==> config.mk <==
export PLATFORM = sky130hd
export DESIGN_NAME = uuid_text_parser
export DESIGN_NICKNAME = d
export VERILOG_FILES = /design/src/rtl/utp_pkg.sv /design/src/rtl/uuid_text_parser.sv
export SDC_FILE = /design/constraint.sdc
export NUM_CORES = 1
export LEC_CHECK = 0
export BUFFER_PORTS_ARGS = -buffer_cell sky130_fd_sc_hd__buf_4
export CAP_MARGIN = 20
export CORE_MARGIN = 2
export CORE_UTILIZATION = 40
export DETAILED_ROUTE_END_ITERATION = 12
export HOLD_SLACK_MARGIN = 0.12
export MAX_ROUTING_LAYER = met4
export PLACE_DENSITY = 0.64
export SYNTH_ARGS = -nofsm -noshare
export SYNTH_HDL_FRONTEND = slang
export SYNTH_SLANG_ARGS = --single-unit
==> constraint.sdc <==
create_clock -name clk -period 11.9 [get_ports clk]
set_clock_uncertainty 0.15 [all_clocks]
set_input_delay 2.38 -clock clk [delete_from_list [all_inputs] [get_ports clk]]
set_output_delay 2.38 -clock clk [all_outputs]
set_load 0.01 [all_outputs]
==> src/rtl/utp_pkg.sv <==
// ----------------------------------------------------------------------------
// utp_pkg
// Shared types, constants and the hex digit decode for the UUID text parser.
// ----------------------------------------------------------------------------
package utp_pkg;

  localparam int unsigned CHAR_W   = 8;
  localparam int unsigned HALF_W   = 64;
  localparam int unsigned POS_W    = 6;
  localparam int unsigned DIGIT_W  = 5;
  localparam int unsigned NIBBLE_W = 4;
  localparam int unsigned BYTES    = 16;
  localparam int unsigned SLOT_W   = 4;
  localparam int unsigned ADDR_W   = 3;
  localparam int unsigned DATA_W   = 32;

  localparam logic [POS_W-1:0] LEN_WITH_DASHES = POS_W'(36);
  localparam logic [POS_W-1:0] LEN_NO_DASHES   = POS_W'(32);

  localparam logic [POS_W-1:0] DASH_POS_0 = POS_W'(8);
  localparam logic [POS_W-1:0] DASH_POS_1 = POS_W'(13);
  localparam logic [POS_W-1:0] DASH_POS_2 = POS_W'(18);
  localparam logic [POS_W-1:0] DASH_POS_3 = POS_W'(23);

  localparam logic [CHAR_W-1:0] CHAR_DIGIT_LO  = 8'h30;
  localparam logic [CHAR_W-1:0] CHAR_DIGIT_HI  = 8'h39;
  localparam logic [CHAR_W-1:0] CHAR_UPPER_LO  = 8'h41;
  localparam logic [CHAR_W-1:0] CHAR_UPPER_HI  = 8'h46;
  localparam logic [CHAR_W-1:0] CHAR_LOWER_LO  = 8'h61;
  localparam logic [CHAR_W-1:0] CHAR_LOWER_HI  = 8'h66;
  localparam logic [CHAR_W-1:0] UPPER_OFFSET   = 8'h37;
  localparam logic [CHAR_W-1:0] LOWER_OFFSET   = 8'h57;

  localparam logic REG_DASHES_PRESENT  = 1'b0;
  localparam logic REG_GUID_BYTE_ORDER = 1'b1;

  typedef enum logic [1:0] {
    STATUS_OK        = 2'd0,
    STATUS_BAD_DIGIT = 2'd1,
    STATUS_TOO_SHORT = 2'd2
  } status_t;

  typedef struct packed {
    logic                bad;
    logic [NIBBLE_W-1:0] value;
  } hex_t;

  function automatic hex_t hex_decode(input logic [CHAR_W-1:0] c);
    hex_t        r;
    logic [CHAR_W-1:0] d;
    r.bad = 1'b0;
    d     = '0;
    if (c >= CHAR_DIGIT_LO && c <= CHAR_DIGIT_HI) begin
      d = c - CHAR_DIGIT_LO;
    end else if (c >= CHAR_UPPER_LO && c <= CHAR_UPPER_HI) begin
      d = c - UPPER_OFFSET;
    end else if (c >= CHAR_LOWER_LO && c <= CHAR_LOWER_HI) begin
      d = c - LOWER_OFFSET;
    end else begin
      r.bad = 1'b1;
    end
    r.value = d[NIBBLE_W-1:0];
    return r;
  endfunction

endpackage

==> src/rtl/uuid_text_parser.sv <==
// ----------------------------------------------------------------------------
// uuid_text_parser
// Parses the text form of a UUID, one character per transfer, into 16 bytes.
// ----------------------------------------------------------------------------
// One character is taken per clock cycle while in_ready is high: each transfer is
// decoded in a single step from the position, nibble and byte registers into
// those registers and, on the end-of-string flag, into the output register,
// so the result of a string appears in the cycle after its last character. The
// input stays ready while a result waits, as long as that result is taken in
// the same cycle or no further end-of-string arrives. Registers: 0x0
// dashes_present (reset 1), 0x4 guid_byte_order (reset 0), bit 0 each.
// Only the 32 hex digits are checked; dash positions are skipped unchecked
// and trailing text is ignored. Halves read zero on any error status.
module uuid_text_parser (
  input  logic                          clk,
  input  logic                          rst,
  input  logic                          psel,
  input  logic                          penable,
  input  logic                          pwrite,
  input  logic [utp_pkg::ADDR_W-1:0]    paddr,
  input  logic [utp_pkg::DATA_W-1:0]    pwdata,
  output logic [utp_pkg::DATA_W-1:0]    prdata,
  output logic                          pready,
  input  logic                          in_valid,
  output logic                          in_ready,
  input  logic [utp_pkg::CHAR_W-1:0]    char_code,
  input  logic                          end_of_string,
  output logic                          out_valid,
  input  logic                          out_ready,
  output logic [utp_pkg::HALF_W-1:0]    uuid_bytes_low_half,
  output logic [utp_pkg::HALF_W-1:0]    uuid_bytes_high_half,
  output utp_pkg::status_t              parse_status
);
  import utp_pkg::*;

  logic                dashes_present;
  logic                guid_byte_order;
  logic [POS_W-1:0]    char_position;
  logic [NIBBLE_W-1:0] nibble_hold;
  logic                error_seen;
  logic [CHAR_W-1:0]   byte_store [BYTES];

  logic                cfg_write;
  logic                in_fire;
  logic [POS_W-1:0]    total;
  logic                pos_open;
  logic                is_dash;
  logic [POS_W-1:0]    digit_full;
  logic [DIGIT_W-1:0]  digit;
  logic                take;
  logic                byte_write;
  logic [SLOT_W-1:0]   byte_index;
  logic [SLOT_W-1:0]   slot;
  hex_t                hex;
  logic [CHAR_W-1:0]   byte_value;
  logic [POS_W-1:0]    char_position_next;
  logic                error_seen_next;
  logic [CHAR_W-1:0]   store_next [BYTES];
  logic [HALF_W-1:0]   low_next;
  logic [HALF_W-1:0]   high_next;
  status_t             status_next;

  assign pready    = 1'b1;
  assign cfg_write = psel && penable && pwrite && pready;
  assign in_ready  = !out_valid || out_ready || !end_of_string;
  assign in_fire   = in_valid && in_ready;

  always_comb begin
    prdata = '0;
    unique case (paddr[2])
      REG_DASHES_PRESENT:  prdata[0] = dashes_present;
      REG_GUID_BYTE_ORDER: prdata[0] = guid_byte_order;
      default:             prdata[0] = 1'b0;
    endcase
  end

  always_comb begin
    total    = dashes_present ? LEN_WITH_DASHES : LEN_NO_DASHES;
    pos_open = char_position < total;
    is_dash  = dashes_present && (char_position == DASH_POS_0 ||
               char_position == DASH_POS_1 || char_position == DASH_POS_2 ||
               char_position == DASH_POS_3);
    if (dashes_present) begin
      digit_full = char_position
                 - POS_W'(char_position > DASH_POS_0)
                 - POS_W'(char_position > DASH_POS_1)
                 - POS_W'(char_position > DASH_POS_2)
                 - POS_W'(char_position > DASH_POS_3);
    end else begin
      digit_full = char_position;
    end
    digit      = digit_full[DIGIT_W-1:0];
    take       = pos_open && !is_dash;
    byte_write = take && digit[0];
    byte_index = digit[DIGIT_W-1:1];

    slot = byte_index;
    if (guid_byte_order) begin
      if (byte_index < SLOT_W'(4)) begin
        slot = SLOT_W'(3) - byte_index;
      end else if (byte_index < SLOT_W'(8)) begin
        slot = byte_index ^ SLOT_W'(1);
      end
    end

    hex = hex_decode(char_code);
    if (hex.bad) begin
      hex.value = '0;
    end
    byte_value = {nibble_hold, hex.value};

    char_position_next = pos_open ? char_position + POS_W'(1) : char_position;
    error_seen_next    = error_seen || (take && hex.bad);

    for (int i = 0; i < BYTES; i++) begin
      store_next[i] = (byte_write && slot == SLOT_W'(i)) ? byte_value : byte_store[i];
    end

    for (int k = 0; k < BYTES / 2; k++) begin
      low_next[HALF_W-1-CHAR_W*k -: CHAR_W]  = store_next[k];
      high_next[HALF_W-1-CHAR_W*k -: CHAR_W] = store_next[k + BYTES / 2];
    end

    priority if (char_position_next < total) begin
      status_next = STATUS_TOO_SHORT;
    end else if (error_seen_next) begin
      status_next = STATUS_BAD_DIGIT;
    end else begin
      status_next = STATUS_OK;
    end
    if (status_next != STATUS_OK) begin
      low_next  = '0;
      high_next = '0;
    end
  end

  always_ff @(posedge clk) begin
    if (rst) begin
      dashes_present  <= 1'b1;
      guid_byte_order <= 1'b0;
    end else if (cfg_write) begin
      unique case (paddr[2])
        REG_DASHES_PRESENT:  dashes_present  <= pwdata[0];
        REG_GUID_BYTE_ORDER: guid_byte_order <= pwdata[0];
        default:             dashes_present  <= dashes_present;
      endcase
    end
  end

  always_ff @(posedge clk) begin
    if (rst) begin
      char_position <= '0;
      nibble_hold   <= '0;
      error_seen    <= 1'b0;
    end else if (in_fire) begin
      if (end_of_string) begin
        char_position <= '0;
        nibble_hold   <= '0;
        error_seen    <= 1'b0;
      end else begin
        char_position <= char_position_next;
        error_seen    <= error_seen_next;
        if (take && !digit[0]) begin
          nibble_hold <= hex.value;
        end
      end
    end
  end

  always_ff @(posedge clk) begin
    if (in_fire && byte_write) begin
      byte_store[slot] <= byte_value;
    end
  end

  always_ff @(posedge clk) begin
    if (rst) begin
      out_valid <= 1'b0;
    end else if (in_fire && end_of_string) begin
      out_valid <= 1'b1;
    end else if (out_ready) begin
      out_valid <= 1'b0;
    end
  end

  always_ff @(posedge clk) begin
    if (in_fire && end_of_string) begin
      uuid_bytes_low_half  <= low_next;
      uuid_bytes_high_half <= high_next;
      parse_status         <= status_next;
    end
  end

endmodule
[Word level (Yosys, flattened, before mapping)]
Memory sizes are Yosys's and may differ from the RTL's. A register that Yosys moved wholly into a read port is not among the register bits.
Index checks and enable logic that the tools add are counted.
Cells by class
  multiplexer cells: 24
  equal/unequal tests: 4
  $lt $le $gt $ge: 14
  add/sub/neg operators: 9
  bitwise operators: 2
  reduce and logical (&&, ||, !) cells: 29
Operators with widths (count)
  $mux 4: 8
  $sub 5x1->5: 4
  $ge 8x7->1 const B: 2
  $le 8x7->1 const B: 2
  $logic_and 1x1->1: 13
  $eq 6x4->1 const B: 2
  $eq 6x5->1 const B: 2
  $gt 6x4->1 const B: 2
  $gt 6x5->1 const B: 2
  $lt 6x6->1: 2
  $mux 6: 2
  $mux 1: 10
  $ge 8x6->1 const B: 1
  $le 8x6->1 const B: 1
  $sub 4x3->4 const B: 2
  $add 6x1->6 const B: 1
  $logic_or 1x1->1: 6
  $reduce_and 2->1: 3
  $reduce_bool 2->1: 3
  $mux 5: 1
  $logic_not 1->1: 4
  $lt 4x3->1 const B: 1
  $lt 4x4->1 const B: 1
  $sub 2x4->4 const A: 1
  other kinds (5): 6
Word-level totals
  bits of input ports: 51
  bits in registers: 16
  memories kept: 1
  output and inout bits: 165
  logic and storage cells: 90
  memory bits (writable): 128
Memories
  byte_store: depth 16, bits a word 8, rd ports 16, clocked after Yosys merged registers in 16, write ports 1, RTL line uuid_text_parser.sv:41  | logic [CHAR_W-1:0] byte_store [BYTES];

[Logic depth before layout (Yosys ltp)]
  depth after elaboration: 12
  mapped depth: 20
  gate-level depth less buffers: 18

[Least setup slack after synthesis]
OpenSTA, ideal clock, no wires.
  path type: input -> register
  from: in out_ready
  to: reg parse_status[0] (enable)
  path buffers: 0
  data required time: 11.127 ns
  data arrival time: 8.120 ns
  slack: 3.006 ns
  cell stages on the path: 3
  setup time: 0.623 ns
  cells stage by stage: nand3b_1 nand2_1 nor2_1
On the way
  word-level cells in the longest chain between the ends: 4
Ends and longest elaborated chain
  start: declaration: RTL line uuid_text_parser.sv:29  | input logic out_ready,
  $logic_or 1x1->1 (2 in series): RTL line uuid_text_parser.sv:65  | assign in_ready = !out_valid || out_ready || !end_of_string;
  $logic_and 1x1->1: RTL line uuid_text_parser.sv:66  | assign in_fire = in_valid && in_ready;
  $logic_and 1x1->1: RTL line uuid_text_parser.sv:187  | if (in_fire && end_of_string) begin
  end signal: assignment: RTL line uuid_text_parser.sv:190  | parse_status <= status_next;
  end: declaration: RTL line uuid_text_parser.sv:32  | output utp_pkg::status_t parse_status
No other way between the ends.
A chain may end at the register's enable or synchronous reset.

[Final worst setup path]
  from: reg char_position[1]
  to: reg uuid_bytes_low_half[38] in the netlist's numbering, read port of byte_store, data pin
On the way
  word-level cells in the longest chain between the ends: 12
  elaborated cells between the ends (all ways): 19
  those cells by class: 1 x add/sub; 2 x order compare; 4 x eq/ne; 3 x mux; 9 x reduce/logical
Ends and longest elaborated chain
  start: declaration: RTL line uuid_text_parser.sv:38  | logic [POS_W-1:0] char_position;
  start signal: assignment: RTL line uuid_text_parser.sv:161  | char_position <= char_position_next;
  parallel branches: the longest is 10 deep, another holds $add 6x1->6
  $mux 2 (*): RTL line uuid_text_parser.sv:124  | priority if (char_position_next < total) begin
  $reduce_bool 2->1 (*): RTL line uuid_text_parser.sv:131  | if (status_next != STATUS_OK) begin
  end: declaration: RTL line uuid_text_parser.sv:30  | output logic [utp_pkg::HALF_W-1:0] uuid_bytes_low_half,
Mark *: on every way between the ends.

==> flow_results.xml <==
<?xml version="1.0" encoding="UTF-8"?>
<metrics>
  <group name="run_status">
    <metric name="outcome" unit="">complete, no violations</metric>
  </group>
  <group name="sta">
    <metric name="final.period_utilization" unit="%">57.0</metric>
    <metric name="worst-slew-pin-transition" unit="ns">1.06</metric>
    <metric name="timing_hold_violations_final" unit="">0</metric>
    <metric name="setup_slack" unit="ns">5.11</metric>
    <metric name="achievable-frequency" unit="GHz">0.147</metric>
    <metric name="relSlewSlack" unit="%">28.8</metric>
    <metric name="setup_viol" unit="">0</metric>
    <metric name="grt_setup_unrepaired" unit="">false</metric>
    <metric name="final_max_slew_viol_count" unit="">0</metric>
    <metric name="final.setup.tns" unit="ns">0</metric>
    <metric name="finalCriticalPeriod" unit="ns">6.79</metric>
  </group>
  <group name="power">
    <metric name="power.net_switching" unit="mW">0.417</metric>
    <metric name="power_frac_seq" unit="%">53.5</metric>
    <metric name="power_density" unit="mW/mm^2">143</metric>
    <metric name="clock_power_share" unit="%">42.0</metric>
    <metric name="intPower" unit="mW">1.59</metric>
    <metric name="combinationalPowerShare" unit="%">4.5</metric>
    <metric name="static-leakage-power" unit="nW">4.99</metric>
    <metric name="sw_frac_of_total" unit="%">20.8</metric>
    <metric name="vdd_drop_max" unit="mV">0.0907</metric>
  </group>
  <group name="clock_network">
    <metric name="postCtsSetupBuffers" unit="">0</metric>
    <metric name="tritoncts.num_buffers" unit="">29</metric>
    <metric name="cts_repair_resize_count" unit="">0</metric>
    <metric name="cts.htree.levels" unit="">1</metric>
    <metric name="clock_tree_root" unit="">sky130_fd_sc_hd__clkbuf_16</metric>
    <metric name="clk_path_buf_depth" unit="">3</metric>
    <metric name="cts_tree" unit="">done</metric>
    <metric name="clkSinkCount" unit="">272</metric>
    <metric name="postCtsHoldBufs" unit="">0</metric>
    <metric name="path_clk_slew" unit="ns">0.06</metric>
    <metric name="insertion_delay" unit="ns">0.55</metric>
  </group>
  <group name="yosys">
    <metric name="cells_after_synthesis" unit="">807</metric>
    <metric name="syn-mean-instance-area" unit="um^2">14.5</metric>
    <metric name="ys_ff_latch" unit="">272</metric>
    <metric name="synthesis.area" unit="mm^2">0.0117</metric>
    <metric name="sequential_element_share_of_the_synthesized_area" unit="%">68.7</metric>
    <metric name="synth_edf_count" unit="">258</metric>
    <metric name="synth_flop_cell" unit="">sky130_fd_sc_hd__edfxtp_1</metric>
    <metric name="count_of_unique_library_cells_instantiated_by_yosys" unit="">72</metric>
    <metric name="synthArstFlopShare" unit="%">0</metric>
    <metric name="synth-warning-count" unit="">0</metric>
  </group>
  <group name="place">
    <metric name="estimated_wirelength_of_the_detail_placed_design" unit="um">15100</metric>
    <metric name="dp_slack" unit="ns">5.03</metric>
    <metric name="portBuffers" unit="">150</metric>
    <metric name="gp_congestion" unit="">0.879</metric>
  </group>
  <group name="floorplan">
    <metric name="die_width" unit="um">175</metric>
    <metric name="design.core.area" unit="mm^2">0.0287</metric>
    <metric name="initial_standard_cell_utilization_of_the_core" unit="%">40.7</metric>
    <metric name="dieHeight" unit="um">175</metric>
    <metric name="io_pins" unit="">216</metric>
    <metric name="floorplan.rows" unit="">62</metric>
    <metric name="die_area" unit="mm^2">0.0306</metric>
  </group>
  <group name="critical_path">
    <metric name="worst_setup_path_category" unit="">register to register</metric>
    <metric name="worstPathCellList" unit="">inv_1 &gt; ha_1 &gt; o31a_1 &gt; fa_1 &gt; fa_1 &gt; inv_1 &gt; fa_1 &gt; inv_1 &gt; ha_1 &gt; or2_2 &gt; fa_1 &gt; and4bb_4 &gt; xnor2_4 &gt; nand4_2 &gt; a211oi_4 &gt; mux2i_1 &gt; nor2_1</metric>
    <metric name="critPathLaunchType" unit="">register</metric>
    <metric name="worst-endpoint-required" unit="ns">12.00</metric>
    <metric name="crit_path_max_fanout" unit="">20</metric>
    <metric name="critical-path-slowest-cell" unit="">sky130_fd_sc_hd__a211oi_4</metric>
    <metric name="arrival_time_of_data_at_the_critical_path_endpoint" unit="ns">6.89</metric>
    <metric name="crit_path_end_kind" unit="">register</metric>
    <metric name="crit_path_max_incr_delay" unit="ns">1.02</metric>
    <metric name="most_used_cell_along_the_critical_path" unit="">sky130_fd_sc_hd__fa_1</metric>
  </group>
  <group name="layout">
    <metric name="fillerInstances" unit="">2505</metric>
    <metric name="postLayoutCoreUtil" unit="%">49.0</metric>
    <metric name="num-nets-final" unit="">1028</metric>
    <metric name="final_common_cell" unit="">sky130_fd_sc_hd__edfxtp_1</metric>
    <metric name="layout-area-overhead-vs-synth" unit="%">20.4</metric>
    <metric name="num_antenna_cells" unit="">0</metric>
    <metric name="commonest_cells_after_routing_fill_and_taps_aside" unit="">258 x sky130_fd_sc_hd__edfxtp_1, 168 x sky130_fd_sc_hd__buf_4, 133 x sky130_fd_sc_hd__nor2_1</metric>
    <metric name="drive_above_1_share" unit="%">26.1</metric>
  </group>
  <group name="detailed_routing">
    <metric name="detail_route.vias_per_cell" unit="">4.95</metric>
    <metric name="antenna_left" unit="">0</metric>
    <metric name="drc" unit="">0</metric>
    <metric name="detailroute.via_count" unit="">6768</metric>
    <metric name="drt_wl_total" unit="um">24800</metric>
    <metric name="drt_first_iter_violations" unit="">461</metric>
    <metric name="drt_pre_antenna_iters" unit="">5</metric>
    <metric name="post_drt_wl_per_cell" unit="um">18.1</metric>
  </group>
  <group name="grt">
    <metric name="global_route.overflow_total" unit="">0</metric>
    <metric name="first_global_vias" unit="">6511</metric>
    <metric name="grt_first_pass_wirelength" unit="um">37800</metric>
    <metric name="antenna_found_initial" unit="">0</metric>
    <metric name="grt.total_usage" unit="%">16.3</metric>
    <metric name="grt_start_max_net_pins" unit="">86</metric>
  </group>
  <group name="min_path">
    <metric name="hold_class" unit="">register to register</metric>
  </group>
  <group name="run">
    <metric name="drv.max_cap_violation_count" unit="">0</metric>
  </group>
</metrics>
[area by class of cell]
| type | instances | area, um^2 | area share, % |
|---|---|---|---|
| Sequential cell | 272 | 8030 | 57.1 |
| Multi-Input combinational cell | 465 | 3280 | 23.3 |
| Timing Repair Buffer | 171 | 1300 | 9.24 |
| Clock buffer | 35 | 748 | 5.32 |
| Tap cell | 384 | 480 | 3.42 |
| Clock inverter | 17 | 136 | 0.970 |
| Inverter | 23 | 86.3 | 0.614 |
[cells in the mapped netlist, types with 3 or more instances]
| cell type | n | area, um^2 |
|---|---|---|
| sky130_fd_sc_hd__and2_1 | 4 | 25.0 |
| sky130_fd_sc_hd__ha_1 | 10 | 125 |
| sky130_fd_sc_hd__nand2b_1 | 6 | 37.5 |
| sky130_fd_sc_hd__a211oi_2 | 4 | 50.1 |
| sky130_fd_sc_hd__dfxtp_1 | 14 | 280 |
| sky130_fd_sc_hd__edfxtp_1 | 258 | 7750 |
| sky130_fd_sc_hd__nand4_1 | 5 | 31.3 |
| sky130_fd_sc_hd__and3_1 | 3 | 18.8 |
| sky130_fd_sc_hd__nor2_1 | 134 | 503 |
| sky130_fd_sc_hd__or2_2 | 3 | 18.8 |
| sky130_fd_sc_hd__nor3_1 | 7 | 35.0 |
| sky130_fd_sc_hd__inv_1 | 23 | 86.3 |
| sky130_fd_sc_hd__o21ba_2 | 16 | 160 |
| sky130_fd_sc_hd__mux2_2 | 3 | 33.8 |
| sky130_fd_sc_hd__buf_4 | 41 | 308 |
| sky130_fd_sc_hd__fa_1 | 5 | 100 |
| sky130_fd_sc_hd__o22ai_1 | 3 | 18.8 |
| sky130_fd_sc_hd__a21boi_0 | 3 | 22.5 |
| sky130_fd_sc_hd__a211oi_1 | 45 | 338 |
| sky130_fd_sc_hd__buf_2 | 11 | 55.1 |
| sky130_fd_sc_hd__o31ai_1 | 3 | 22.5 |
| sky130_fd_sc_hd__o2bb2ai_1 | 4 | 35.0 |
| sky130_fd_sc_hd__nand2_1 | 22 | 82.6 |
| sky130_fd_sc_hd__nand3_1 | 3 | 15.0 |
| sky130_fd_sc_hd__a21oi_1 | 16 | 80.1 |
| sky130_fd_sc_hd__clkbuf_1 | 23 | 86.3 |
| sky130_fd_sc_hd__mux2i_1 | 69 | 691 |
| sky130_fd_sc_hd__o21ai_0 | 10 | 50.1 |
[power by group through the flow]
stage	combinational [mW]	sequential, mW	clock, mW
floorplan	0.0384	1.10	0
global placement	0.0896	1.09	0
detailed placement	0.0907	1.09	0
CTS	0.0910	1.07	0.860
global route	0.0976	1.07	0.892
finish	0.0902	1.07	0.841
[layer usage]
metal	GRT usage [%]	routed length [um]
met2	25.9	11700
met4	4.31	606
met1	22.1	11300
met3	2.52	1090
met5	-	0
[logic make-up (layout without fill, tap and decap cells)]
logic type / after synthesis / count (layout) / synth area share, %
AO/OA/AOI/OAI: 124 / 124 / 8.34
buffers and inverters: 100 / 246 / 4.73
adder cells (fa/ha/maj): 15 / 15 / 1.93
multiplexers: 72 / 72 / 6.20
other: 2 / 32 / 0.0643
flip-flops: 272 / 272 / 68.7
AND/OR/NAND/NOR: 217 / 217 / 9.46
XOR/XNOR: 5 / 5 / 0.536
[stage by stage]
stage | cells | hold slack [ns] | cell area, um^2 | power (mW)
floorplan | 837 | 0.334 | 11800 | 1.14
global placement | 1312 | 0.323 | 13100 | 1.18
detailed placement | 1312 | 0.336 | 13100 | 1.18
CTS | 1364 | 0.349 | 14000 | 2.02
global route | 1367 | 0.373 | 14100 | 2.06
finish | 1367 | 0.349 | 14100 | 2.00
[registers in the layout (all words and copies together), names as in the netlist]
name / cells
parse_status: 2
out_valid: 1
nibble_hold: 4
guid_byte_order: 1
uuid_bytes_low_half: 64
error_seen: 1
byte_store: 128
uuid_bytes_high_half: 64
dashes_present: 1
char_position: 6
[worst max-delay path: cells and delay by family (launching register included)]
kind / cells / cell delay [ns]
and+or+nand+nor: 4 / 1.27
xor gates and xnor gates: 1 / 0.22
adders and majority gates: 6 / 2.41
muxes: 1 / 0.26
DFF: 1 / 0.51
buffers and inverters: 3 / 0.33
AOI/OAI and AO/OA: 2 / 1.33
[path summary, 6_finish.rpt]
| kind | cells after the start | startpoint | slack (ns) | endpoint |
|---|---|---|---|---|
| setup reg to reg | 17 | char_position[1] | 5.11 | uuid_bytes_low_half[38] |
| hold reg to reg | 2 | out_valid | 0.35 | out_valid |
| setup / recovery | 17 | char_position[1] | 5.11 | uuid_bytes_low_half[38] |
| hold / removal | 2 | out_valid | 0.35 | out_valid |
Note: power is estimated with default switching activity, not from simulation.
